$ cat src/hdl/order_book_level_sweep_top_macros.svh
// ----------------------------------------------------------------------------
// order book level sweep assertion macros
// shared concurrent check forms for the sweep block
// ----------------------------------------------------------------------------
`ifndef ORDER_BOOK_LEVEL_SWEEP_TOP_MACROS_SVH
`define ORDER_BOOK_LEVEL_SWEEP_TOP_MACROS_SVH

// same-cycle implication
`define OBLS_ASSERT_IMPLY(label, clk, rst_n, ante, cons) \
    label: assert property (@(posedge clk) disable iff (!(rst_n)) (ante) |-> (cons)) \
        else $error("obls check failed");

// next-cycle implication
`define OBLS_ASSERT_NEXT(label, clk, rst_n, ante, cons) \
    label: assert property (@(posedge clk) disable iff (!(rst_n)) (ante) |=> (cons)) \
        else $error("obls check failed");

`endif

$ cat src/hdl/obls_pkg.sv
// ----------------------------------------------------------------------------
// obls_pkg
// types and constants of the order book level sweep block
// ----------------------------------------------------------------------------
package obls_pkg;

    localparam int BOOK_DEPTH = 8;
    localparam int LVL_W      = (BOOK_DEPTH > 1) ? $clog2(BOOK_DEPTH) : 1;
    localparam int RAM_AW     = LVL_W + 1;
    localparam int RAM_DEPTH  = 1 << RAM_AW;
    localparam int PX_W       = 32;
    localparam int QTY_W      = 32;
    localparam int ENTRY_W    = PX_W + QTY_W;

    localparam logic FUNC_WRITE  = 1'b0;
    localparam logic FUNC_ORDER  = 1'b1;
    localparam logic BOOK_BID    = 1'b0;
    localparam logic BOOK_ASK    = 1'b1;
    localparam logic SIDE_BUY    = 1'b0;
    localparam logic SIDE_SELL   = 1'b1;
    localparam logic KIND_LIMIT  = 1'b0;
    localparam logic KIND_MARKET = 1'b1;

    typedef logic [LVL_W-1:0]  lvl_t;
    typedef logic [RAM_AW-1:0] ram_addr_t;
    typedef logic [PX_W-1:0]   price_t;
    typedef logic [QTY_W-1:0]  qty_t;

    typedef struct packed {
        logic        func;
        logic [2:0]  level_index;
        logic        book_side;
        logic [31:0] level_price;
        logic [31:0] level_size;
        logic        order_side;
        logic [31:0] order_qty;
        logic [31:0] already_filled;
        logic [31:0] limit_price;
        logic        order_kind;
        logic [31:0] order_tag;
    } in_word_t;

    typedef struct packed {
        logic [31:0] report_tag;
        logic        report_side;
        logic        report_kind;
        logic [31:0] quoted_limit;
        logic [31:0] fill_lots;
        logic [31:0] fill_price;
        logic [31:0] cumulative_qty;
        logic        fully_filled;
        logic        last_of_run;
    } out_word_t;

endpackage

$ cat src/hdl/obls_ram.sv
// ----------------------------------------------------------------------------
// obls_ram
// generic single write port ram with one registered read port
// ----------------------------------------------------------------------------
module obls_ram #(
    parameter int WIDTH = 64,
    parameter int DEPTH = 16,
    localparam int AW   = (DEPTH > 1) ? $clog2(DEPTH) : 1
) (
    input  logic             aclk,
    input  logic             we,
    input  logic [AW-1:0]    waddr,
    input  logic [WIDTH-1:0] wdata,
    input  logic             re,
    input  logic [AW-1:0]    raddr,
    output logic [WIDTH-1:0] rdata
);

    logic [WIDTH-1:0] mem_reg [DEPTH];
    logic [WIDTH-1:0] rdata_reg;

    always_ff @(posedge aclk) begin
        if (we) begin
            mem_reg[waddr] <= wdata;
        end
        if (re) begin
            rdata_reg <= mem_reg[raddr];
        end
    end

    assign rdata = rdata_reg;

endmodule

$ cat src/hdl/order_book_level_sweep_top.sv
// ----------------------------------------------------------------------------
// order_book_level_sweep_top
// two-sided depth-limited book with a level-by-level sweep matcher
//
//   channel  dir  handshake         word
//   s_       in   s_valid/s_ready   obls_pkg::in_word_t  (book write or order)
//   m_       out  m_valid/m_ready   obls_pkg::out_word_t (one fill report)
//
// an order is accepted, then the book levels are examined one by one, then
// the last report is released; the single read port of the book ram paces
// the sweep at one level per cycle while the report register is free.
// reset empties the book at once through per-entry valid bits.
// a stalled result side holds the sweep until the report register frees up.
// ----------------------------------------------------------------------------
`include "order_book_level_sweep_top_macros.svh"

module order_book_level_sweep_top (
    input  logic                aclk,
    input  logic                aresetn,
    input  logic                s_valid,
    output logic                s_ready,
    input  obls_pkg::in_word_t  s_word,
    output logic                m_valid,
    input  logic                m_ready,
    output obls_pkg::out_word_t m_word
);

    typedef enum logic [1:0] {
        ST_IDLE,
        ST_SWEEP,
        ST_DRAIN
    } state_t;

    state_t              state_reg, state_next;
    obls_pkg::lvl_t      lvl_reg, lvl_next;
    obls_pkg::qty_t      rem_reg, rem_next;
    obls_pkg::qty_t      cum_reg, cum_next;
    logic                side_reg, side_next;
    logic                kind_reg, kind_next;
    obls_pkg::price_t    limit_reg, limit_next;
    logic [31:0]         tag_reg, tag_next;
    logic                pend_valid_reg, pend_valid_next;
    obls_pkg::out_word_t pend_word_reg, pend_word_next;
    logic                m_valid_reg, m_valid_next;
    obls_pkg::out_word_t m_word_reg, m_word_next;
    logic                valid_reg [obls_pkg::RAM_DEPTH];
    logic                vld_q_reg;

    logic                        ram_we;
    obls_pkg::ram_addr_t         ram_waddr;
    logic [obls_pkg::ENTRY_W-1:0] ram_wdata;
    logic                        ram_re;
    obls_pkg::ram_addr_t         ram_raddr;
    logic [obls_pkg::ENTRY_W-1:0] ram_rdata;

    obls_pkg::price_t lvl_px;
    obls_pkg::qty_t   lvl_sz;
    logic             lvl_ok;
    obls_pkg::qty_t   take;
    obls_pkg::qty_t   rem_new;
    obls_pkg::qty_t   cum_new;
    logic             last_lvl;
    logic             out_free;
    logic             book_sel;
    logic             in_range;
    obls_pkg::qty_t   rem_start;

    obls_ram #(
        .WIDTH (obls_pkg::ENTRY_W),
        .DEPTH (obls_pkg::RAM_DEPTH)
    ) u_book (
        .aclk  (aclk),
        .we    (ram_we),
        .waddr (ram_waddr),
        .wdata (ram_wdata),
        .re    (ram_re),
        .raddr (ram_raddr),
        .rdata (ram_rdata)
    );

    assign lvl_px   = ram_rdata[obls_pkg::ENTRY_W-1:obls_pkg::QTY_W];
    assign lvl_sz   = ram_rdata[obls_pkg::QTY_W-1:0];
    assign take     = (rem_reg < lvl_sz) ? rem_reg : lvl_sz;
    assign rem_new  = rem_reg - take;
    assign cum_new  = cum_reg + take;
    assign last_lvl = (lvl_reg == obls_pkg::lvl_t'(obls_pkg::BOOK_DEPTH - 1));
    assign out_free = !m_valid_reg || m_ready;
    assign in_range = (32'(s_word.level_index) < 32'(obls_pkg::BOOK_DEPTH));
    assign book_sel = (s_word.order_side == obls_pkg::SIDE_BUY) ? obls_pkg::BOOK_ASK
                                                                 : obls_pkg::BOOK_BID;
    assign rem_start = (s_word.order_qty > s_word.already_filled)
                     ? (s_word.order_qty - s_word.already_filled) : '0;

    always_comb begin
        if (!vld_q_reg || lvl_px == '0 || lvl_sz == '0) begin
            lvl_ok = 1'b0;
        end else if (kind_reg == obls_pkg::KIND_MARKET) begin
            lvl_ok = 1'b1;
        end else if (side_reg == obls_pkg::SIDE_BUY) begin
            lvl_ok = (lvl_px <= limit_reg);
        end else begin
            lvl_ok = (lvl_px >= limit_reg);
        end
    end

    always_comb begin
        state_next      = state_reg;
        lvl_next        = lvl_reg;
        rem_next        = rem_reg;
        cum_next        = cum_reg;
        side_next       = side_reg;
        kind_next       = kind_reg;
        limit_next      = limit_reg;
        tag_next        = tag_reg;
        pend_valid_next = pend_valid_reg;
        pend_word_next  = pend_word_reg;
        m_valid_next    = m_valid_reg && !m_ready;
        m_word_next     = m_word_reg;
        ram_we          = 1'b0;
        ram_waddr       = {s_word.book_side, obls_pkg::lvl_t'(s_word.level_index)};
        ram_wdata       = {s_word.level_price, s_word.level_size};
        ram_re          = 1'b0;
        ram_raddr       = {book_sel, obls_pkg::lvl_t'(0)};

        case (state_reg)
            ST_IDLE: begin
                if (s_valid) begin
                    if (s_word.func == obls_pkg::FUNC_WRITE) begin
                        ram_we = in_range;
                    end else begin
                        side_next  = s_word.order_side;
                        kind_next  = s_word.order_kind;
                        limit_next = s_word.limit_price;
                        tag_next   = s_word.order_tag;
                        rem_next   = rem_start;
                        cum_next   = s_word.already_filled;
                        lvl_next   = '0;
                        if (rem_start != '0) begin
                            ram_re     = 1'b1;
                            state_next = ST_SWEEP;
                        end
                    end
                end
            end
            ST_SWEEP: begin
                ram_raddr = {~side_reg, lvl_reg + obls_pkg::lvl_t'(1)};
                if (!lvl_ok) begin
                    state_next = pend_valid_reg ? ST_DRAIN : ST_IDLE;
                end else if (!pend_valid_reg || out_free) begin
                    if (pend_valid_reg) begin
                        m_valid_next = 1'b1;
                        m_word_next  = pend_word_reg;
                    end
                    pend_valid_next               = 1'b1;
                    pend_word_next.report_tag     = tag_reg;
                    pend_word_next.report_side    = side_reg;
                    pend_word_next.report_kind    = kind_reg;
                    pend_word_next.quoted_limit   =
                        (kind_reg == obls_pkg::KIND_MARKET) ? '0 : limit_reg;
                    pend_word_next.fill_lots      = take;
                    pend_word_next.fill_price     = lvl_px;
                    pend_word_next.cumulative_qty = cum_new;
                    pend_word_next.fully_filled   = (rem_new == '0);
                    pend_word_next.last_of_run    = 1'b0;
                    rem_next = rem_new;
                    cum_next = cum_new;
                    lvl_next = lvl_reg + obls_pkg::lvl_t'(1);
                    if (rem_new == '0 || last_lvl) begin
                        state_next = ST_DRAIN;
                    end else begin
                        ram_re = 1'b1;
                    end
                end
            end
            ST_DRAIN: begin
                if (out_free) begin
                    m_valid_next             = 1'b1;
                    m_word_next              = pend_word_reg;
                    m_word_next.last_of_run  = 1'b1;
                    pend_valid_next          = 1'b0;
                    state_next               = ST_IDLE;
                end
            end
            default: begin
                state_next = ST_IDLE;
            end
        endcase
    end

    always_ff @(posedge aclk) begin
        if (!aresetn) begin
            state_reg      <= ST_IDLE;
            pend_valid_reg <= 1'b0;
            m_valid_reg    <= 1'b0;
            vld_q_reg      <= 1'b0;
            for (int i = 0; i < obls_pkg::RAM_DEPTH; i++) begin
                valid_reg[i] <= 1'b0;
            end
        end else begin
            state_reg      <= state_next;
            pend_valid_reg <= pend_valid_next;
            m_valid_reg    <= m_valid_next;
            if (ram_re) begin
                vld_q_reg <= valid_reg[ram_raddr];
            end
            if (ram_we) begin
                valid_reg[ram_waddr] <= 1'b1;
            end
        end
        lvl_reg       <= lvl_next;
        rem_reg       <= rem_next;
        cum_reg       <= cum_next;
        side_reg      <= side_next;
        kind_reg      <= kind_next;
        limit_reg     <= limit_next;
        tag_reg       <= tag_next;
        pend_word_reg <= pend_word_next;
        m_word_reg    <= m_word_next;
    end

    assign s_ready = (state_reg == ST_IDLE);
    assign m_valid = m_valid_reg;
    assign m_word  = m_word_reg;

    `OBLS_ASSERT_IMPLY(a_full_is_last, aclk, aresetn, m_valid && m_word.fully_filled, m_word.last_of_run)
    `OBLS_ASSERT_IMPLY(a_cum_covers_fill, aclk, aresetn, m_valid, m_word.cumulative_qty >= m_word.fill_lots)
    `OBLS_ASSERT_IMPLY(a_idle_no_pending, aclk, aresetn, state_reg == ST_IDLE, !pend_valid_reg)
    `OBLS_ASSERT_NEXT(a_drain_leaves, aclk, aresetn, state_reg == ST_DRAIN && out_free, state_reg == ST_IDLE && m_valid)

endmodule

$ cat config.mk
export PLATFORM = sky130hd
export DESIGN_NAME = order_book_level_sweep_top
export DESIGN_NICKNAME = d
export VERILOG_FILES = /design/src/hdl/obls_pkg.sv /design/src/hdl/obls_ram.sv /design/src/hdl/order_book_level_sweep_top.sv
export VERILOG_INCLUDE_DIRS = /design/src /design/src/hdl
export SDC_FILE = /design/constraint.sdc
export NUM_CORES = 2
export LEC_CHECK = 0
export BUFFER_PORTS_ARGS = -buffer_cell sky130_fd_sc_hd__buf_2
export CELL_PAD_IN_SITES_DETAIL_PLACEMENT = 1
export CELL_PAD_IN_SITES_GLOBAL_PLACEMENT = 1
export CORE_UTILIZATION = 45
export DETAILED_ROUTE_END_ITERATION = 16
export HOLD_SLACK_MARGIN = 0.12
export PLACE_DENSITY_LB_ADDON = 0.1
export SYNTH_ARGS = -nofsm -noshare
export SYNTH_HDL_FRONTEND = slang
export SYNTH_SLANG_ARGS = --single-unit
$ cat constraint.sdc
create_clock -name aclk -period 23.9 [get_ports aclk]
set_clock_uncertainty 0.2 [all_clocks]
set_input_delay 4.78 -clock aclk [delete_from_list [all_inputs] [get_ports aclk]]
set_output_delay 4.78 -clock aclk [all_outputs]
set_load 0.01 [all_outputs]
* Word level (Yosys, flattened, before mapping)
Memory sizes are Yosys's and may differ from the RTL's. A register that Yosys moved wholly into a read port is not among the register bits. Cells that the tools add are included.
Word-level totals: register bits after elaboration 464, RAM bits 1040, output and inout bits 166, memories 2
Cells by class: $add $sub $neg 4, order comparisons 4, equal/unequal tests 12, muxes and demuxes 63, bitwise gates (word level) 1, reduce and logical (&&, ||, !) cells 25
Memories:
- u_book.mem_reg | depth 16, bits a word 64, rd ports 1, clocked after Yosys merged registers in 1, write ports 1, RTL line obls_ram.sv:19 | logic [WIDTH-1:0] mem_reg [DEPTH];
- valid_reg | depth 16, bits a word 1, rd ports 1, clocked after Yosys merged registers in 1, write ports 16, RTL line order_book_level_sweep_top.sv:46 | logic valid_reg [obls_pkg::RAM_DEPTH];
Operators by type and width (count):
- 164-bit two-way mux | 4
- 164-bit one-hot mux with 2 select lines | 1
- 32-bit two-way mux | 10
- 32-bit one-hot mux with 2 select lines | 2
- 32-bit zero test | 3
- 32-bit subtractor | 2
- 32-bit adder | 1
- 32-bit greater-or-equal comparator | 1
- 32-bit > comparator | 1
- 32-bit <= comparator | 1
- 32-bit less-than comparator | 1
- 32-bit nonzero test | 1
- 1-bit two-way mux | 27
- 2-bit two-way mux | 8
- 3-bit two-way mux | 4
- 2-bit inequality test (second input constant) | 5
- 5-bit AND reduction | 2
- 4-bit two-way mux | 2
- 3-bit inequality test (second input constant) | 2
- 1-bit one-hot mux with 2 select lines | 3
- 2-bit one-hot mux with 3 select lines | 1
- 3-bit one-hot mux with 2 select lines | 1
- 3-bit AND reduction | 2
- 6-bit AND reduction | 1
- other kinds (13) | 23

* Logic depth before layout (Yosys ltp)
depth after elaboration 9, depth in mapped cells 27

* Cells and area by module
From an unflattened synthesis, not the netlist that was laid out.
Second synthesis, totals: cells, all modules 3562, area total of the unflattened synthesis 63991.4 um^2
By module, submodules not included:
- obls_ram | instances 1, cells an instance 1647, area each 40222.3 um^2
- order_book_level_sweep_top | instances 1, cells an instance 1915, area each 23769.0 um^2

* Worst setup path after synthesis
Ideal clock, no wire load.
path kind input to register, start in m_ready, end reg m_word_reg (netlist bit m_word[0]) (enable), arrival 11837 ps, required time 23010 ps, path slack 11173 ps, stages on the path 2, path buffers 0, path through and2b_2 > nor2_1
Between the ends: cells in the longest elaborated chain, start to end 4
RTL lines:
- start, declared | RTL line order_book_level_sweep_top.sv:24 | input logic m_ready,
- 1-bit logical OR * | RTL line order_book_level_sweep_top.sv:87 | assign out_free = !m_valid_reg || m_ready;
- 1-bit logical OR | RTL line order_book_level_sweep_top.sv:149 | end else if (!pend_valid_reg || out_free) begin
- 2-bit inequality test (no line)
- 5-bit AND reduction (no line) *
- end signal, assigned | RTL line order_book_level_sweep_top.sv:218 | m_word_reg <= m_word_next;
- end, declared | RTL line order_book_level_sweep_top.sv:45 | obls_pkg::out_word_t m_word_reg, m_word_next;
Every way passes the cells marked *; elsewhere a longest branch is shown, timed or not. A chain may end at the register's enable or synchronous reset.

* Worst setup path after layout
start in s_word[97] (netlist name), end reg u_book.rdata_reg[14] (netlist: u_book.rdata[14]) (read register of u_book.mem_reg) (enable)
Between the ends: cells in the longest elaborated chain, start to end 7
RTL lines:
- start, declared | RTL line order_book_level_sweep_top.sv:22 | input obls_pkg::in_word_t s_word,
- 32-bit subtractor or 32-bit > comparator (tied branches) | RTL line order_book_level_sweep_top.sv:92, order_book_level_sweep_top.sv:91
- 32-bit two-way mux * | RTL line order_book_level_sweep_top.sv:92 | ? (s_word.order_qty - s_word.already_filled) : '0;
- 32-bit nonzero test * | RTL line order_book_level_sweep_top.sv:138 | if (rem_start != '0) begin
- 1-bit two-way mux * | RTL line order_book_level_sweep_top.sv:138
- 1-bit two-way mux * | RTL line order_book_level_sweep_top.sv:128 | if (s_word.func == obls_pkg::FUNC_WRITE) begin
- 1-bit two-way mux * | RTL line order_book_level_sweep_top.sv:127 | if (s_valid) begin
- 1-bit one-hot mux with 2 select lines * | RTL line order_book_level_sweep_top.sv:125 | case (state_reg)
- named net ram_re | RTL line order_book_level_sweep_top.sv:52 | logic ram_re;
- end, declared | RTL line obls_ram.sv:20 | logic [WIDTH-1:0] rdata_reg;
The timed path passes the listed nets; every way through them passes the cells marked *.

==> impl_metrics.ini <==
[critical_path]
ff2ff_setup_slack_ns = 15.38
cp.arrival_ns = 9.10
r2r-start = rem_reg[27]
rr_worst_depth = 22
startpoint_type = input port
worstPathMaxFanout = 64
cp.required_ns = 24.11
r2r_end = u_book.rdata[14]
crit_path_end_kind = register
crit_type = in -> reg

[route]
drc = 0
firstDrtPassIters = 5
wl_mm = 194
wl_per_cell_microns = 27.5
vias = 41700
drt-vias-per-instance = 5.91
final_antenna_net_count = 0
drt-initial-drc-count = 3233

[power_and_ir_drop]
leakagePower_nw = 26.0
fin_total_pwr_w = 0.00720
irDropWorstVdd_v = 0.0000776
power_density_nw_per_um2 = 94.4

[cells_and_area]
fin_nets = 5351
seqCellArea_sq_um = 46900
largest_register_ff_count = 1024
area_growth_pct = 14.2
drive_gt1_share_pct = 19.6
stdcell_area_sq_um = 76300
fill_cells = 14300
multi_input_comb_area_sq_um = 18600

[yosys]
synth.distinct_cells = 96
ys_seq_area_share_pct = 70.1
avgSynthCellArea_sq_um = 14.4
ys_warn_count = 0
synthCells = 4628
syn_area_sq_um = 66900
ys_seq_elements = 1569
synth_fp_nets = 4996
async_flop_share_pct = 0
synth-edff-count = 1548
synthFlopType = edfxtp_1

[timing]
max_freq_ghz = 0.112
slew_viol_final = 0
maxSlewHeadroom_pct = 1.61
hold_viol = 0
setup_violations = 0
finalSetupTns_ns = 0
fin_hold_ws_ns = 0.209
worst_slew_pin_slew_ns = 1.46
timing.final.ws_setup_ns = 15.01
rsz0062_at_grt = false
final.min_clock_period_ns = 8.89
fin_crit_sh_pct = 37.2

[placement]
portBuffers = 368
placed_area_sq_um = 71000
dp_slack_ns = 14.17
gp_congestion = 0.862
dp_hpwl_mm = 115

[global_routing]
grt_overflow = 0
grt_max_degree = 158
grt_usage_pct = 25.5
antenna_found_initial = 29
use_met3_pct = 4.50
grt_util_met1_pct = 37.0
grt_pass1_wl_mm = 285
grt_pass1_vias = 42700
busiest_layer = met2
use_met2_pct = 40.1

[die]
die_area_sq_um = 150000
die_w_microns = 387
die_y_microns = 387
pin_count = 369
rows = 141
start_util_pct = 45.3
coreArea_sq_um = 148000

[clocking]
ctsRootBufferMaster = clkbuf_16
cts_tree = done
cts_buffers = 168
clockBufferDepth = 3
htree_levels = 4
clk_pin_slew_ns = 0.06
postCtsSetupBuffers = 0
cts_hold_buf = 0
cts_sinks = 1569
clock_latency_ns = 0.82
ctsResizeCount = 0

[min_path]
hold_class = reg -> reg
min_from = pend_word_reg[5]
hold_end = m_word[5]
hold_path_depth = 0

[job]
max-cap-violations = 0

[status]
status = completed
## cell families (layout without fill, tap and decap cells)
group | after synthesis | in the layout | share of synthesized area, %
compound gates | 1192 | 1192 | 11.4
xor+xnor | 65 | 65 | 0.883
fa+ha+maj | 165 | 165 | 3.12
buf+inv | 421 | 914 | 2.40
flops | 1569 | 1569 | 70.1
mux | 403 | 403 | 6.53
other cells | 0 | 12 | 0
simple gates | 813 | 813 | 5.54
## worst max path at each step
| stage | start | end | slack, ns |
|---|---|---|---|
| floorplan | m_ready | m_word[0] | 11.17 |
| global placement | s_word[97] | u_book.rdata[18] | 14.16 |
| detailed placement | s_word[97] | u_book.rdata[18] | 14.17 |
| CTS | s_word[97] | u_book.rdata[13] | 15.00 |
| global route | s_word[97] | u_book.rdata[13] | 14.73 |
| finish | s_word[97] | u_book.rdata[14] | 15.01 |
## layer usage
metal  vias up  part of all wire [%]
li1      18700                     -
met1     21600                    46
met4        24                   1.7
met2      1157                    46
met5         -                 0.065
met3       234                   5.9
## cells in the final DEF, fill, tap and decap left out, types with 31 or more instances in the layout
| master | Yosys | layout |
|---|---|---|
| clkbuf_16 | 0 | 171 |
| edfxtp_1 | 1548 | 1548 |
| mux2i_1 | 136 | 135 |
| buf_4 | 1 | 64 |
| nor2_1 | 283 | 268 |
| clkinv_2 | 0 | 31 |
| a21oi_1 | 224 | 222 |
| o21ai_0 | 315 | 315 |
| buf_2 | 6 | 368 |
| a21o_1 | 46 | 46 |
| inv_1 | 165 | 162 |
| nand3_1 | 100 | 100 |
| clkinv_1 | 1 | 39 |
| mux2_2 | 267 | 267 |
| o22ai_1 | 137 | 137 |
| nor4_1 | 31 | 31 |
| a211oi_1 | 150 | 149 |
| clkbuf_1 | 214 | 42 |
| xnor2_1 | 41 | 41 |
| a22oi_1 | 132 | 132 |
| nand2_1 | 235 | 234 |
| ha_1 | 162 | 159 |
## cell usage after synthesis, types with 8 or more instances
cell type     n  share of area, %
o22ai_1     137               1.3
nor2b_1      15              0.14
nor4_1       31              0.29
inv_1       165              0.93
a22oi_1     132               1.5
a21oi_1     224               1.7
o21ai_1      14              0.10
xor2_1       22              0.29
mux2i_1     136               2.0
dfxtp_1      21              0.63
buf_1        31              0.17
a211oi_1    150               1.7
nand2b_1     11              0.10
clkbuf_1    214               1.2
a21o_1       46              0.52
and4_1        8              0.10
ha_1        162               3.0
nor2_1      283               1.6
and2_1       10             0.094
edfxtp_1   1548                70
o31ai_1      20              0.22
o21ai_0     315               2.4
xnor2_1      41              0.54
mux2_2      267               4.5
a31oi_1      14              0.13
o21bai_1     12              0.13
nand2_1     235               1.3
or3_1        14              0.13
nand4_1      26              0.24
nand3_1     100              0.75
o21a_1       19              0.21
nor3_1       30              0.22
and3_1       10             0.094
o211ai_1     13              0.15
or2_2         9             0.084
## area by class of cell
cell class / count / area share (%)
flip-flops and latches: 1569 / 61.4
multi-input cells: 2638 / 24.3
clock buffers: 213 / 5.81
repair buffers: 439 / 3.23
well taps: 1930 / 3.16
clock inverters: 95 / 1.14
inverters: 167 / 0.836
diodes: 12 / 0.0393
## metrics by stage
step,cells,util [%]
2_1_floorplan,4628,-
3_3_place_gp,6743,48.1
3_5_place_dp,6743,48.1
4_1_cts,7051,51.7
5_1_grt,7057,51.7
6_report,7063,51.7
## report_power, final
group | switching [W] | internal, W | leakage (nW)
Sequential | 0.0000371 | 0.00312 | 14.2
Clock | 0.00109 | 0.00144 | 2.59
Combinational | 0.00103 | 0.000488 | 9.25
Total | 0.00215 | 0.00505 | 26.0
## critical path: stages
cell and delay (ns):
buf_2 0.10, inv_1 0.08, ha_1 0.18, inv_1 0.06, fa_1 0.40, xor2_1 0.20
nor3b_1 0.44, o221ai_1 0.30, a2111oi_0 0.54, o211ai_1 0.16, nor4_1 0.22, and4_1 0.30
nand4b_1 0.12, or4_4 0.50, a2bb2oi_2 0.22, clkinv_2 0.07, buf_4 0.38
Note: power is estimated with default switching activity, not from simulation.
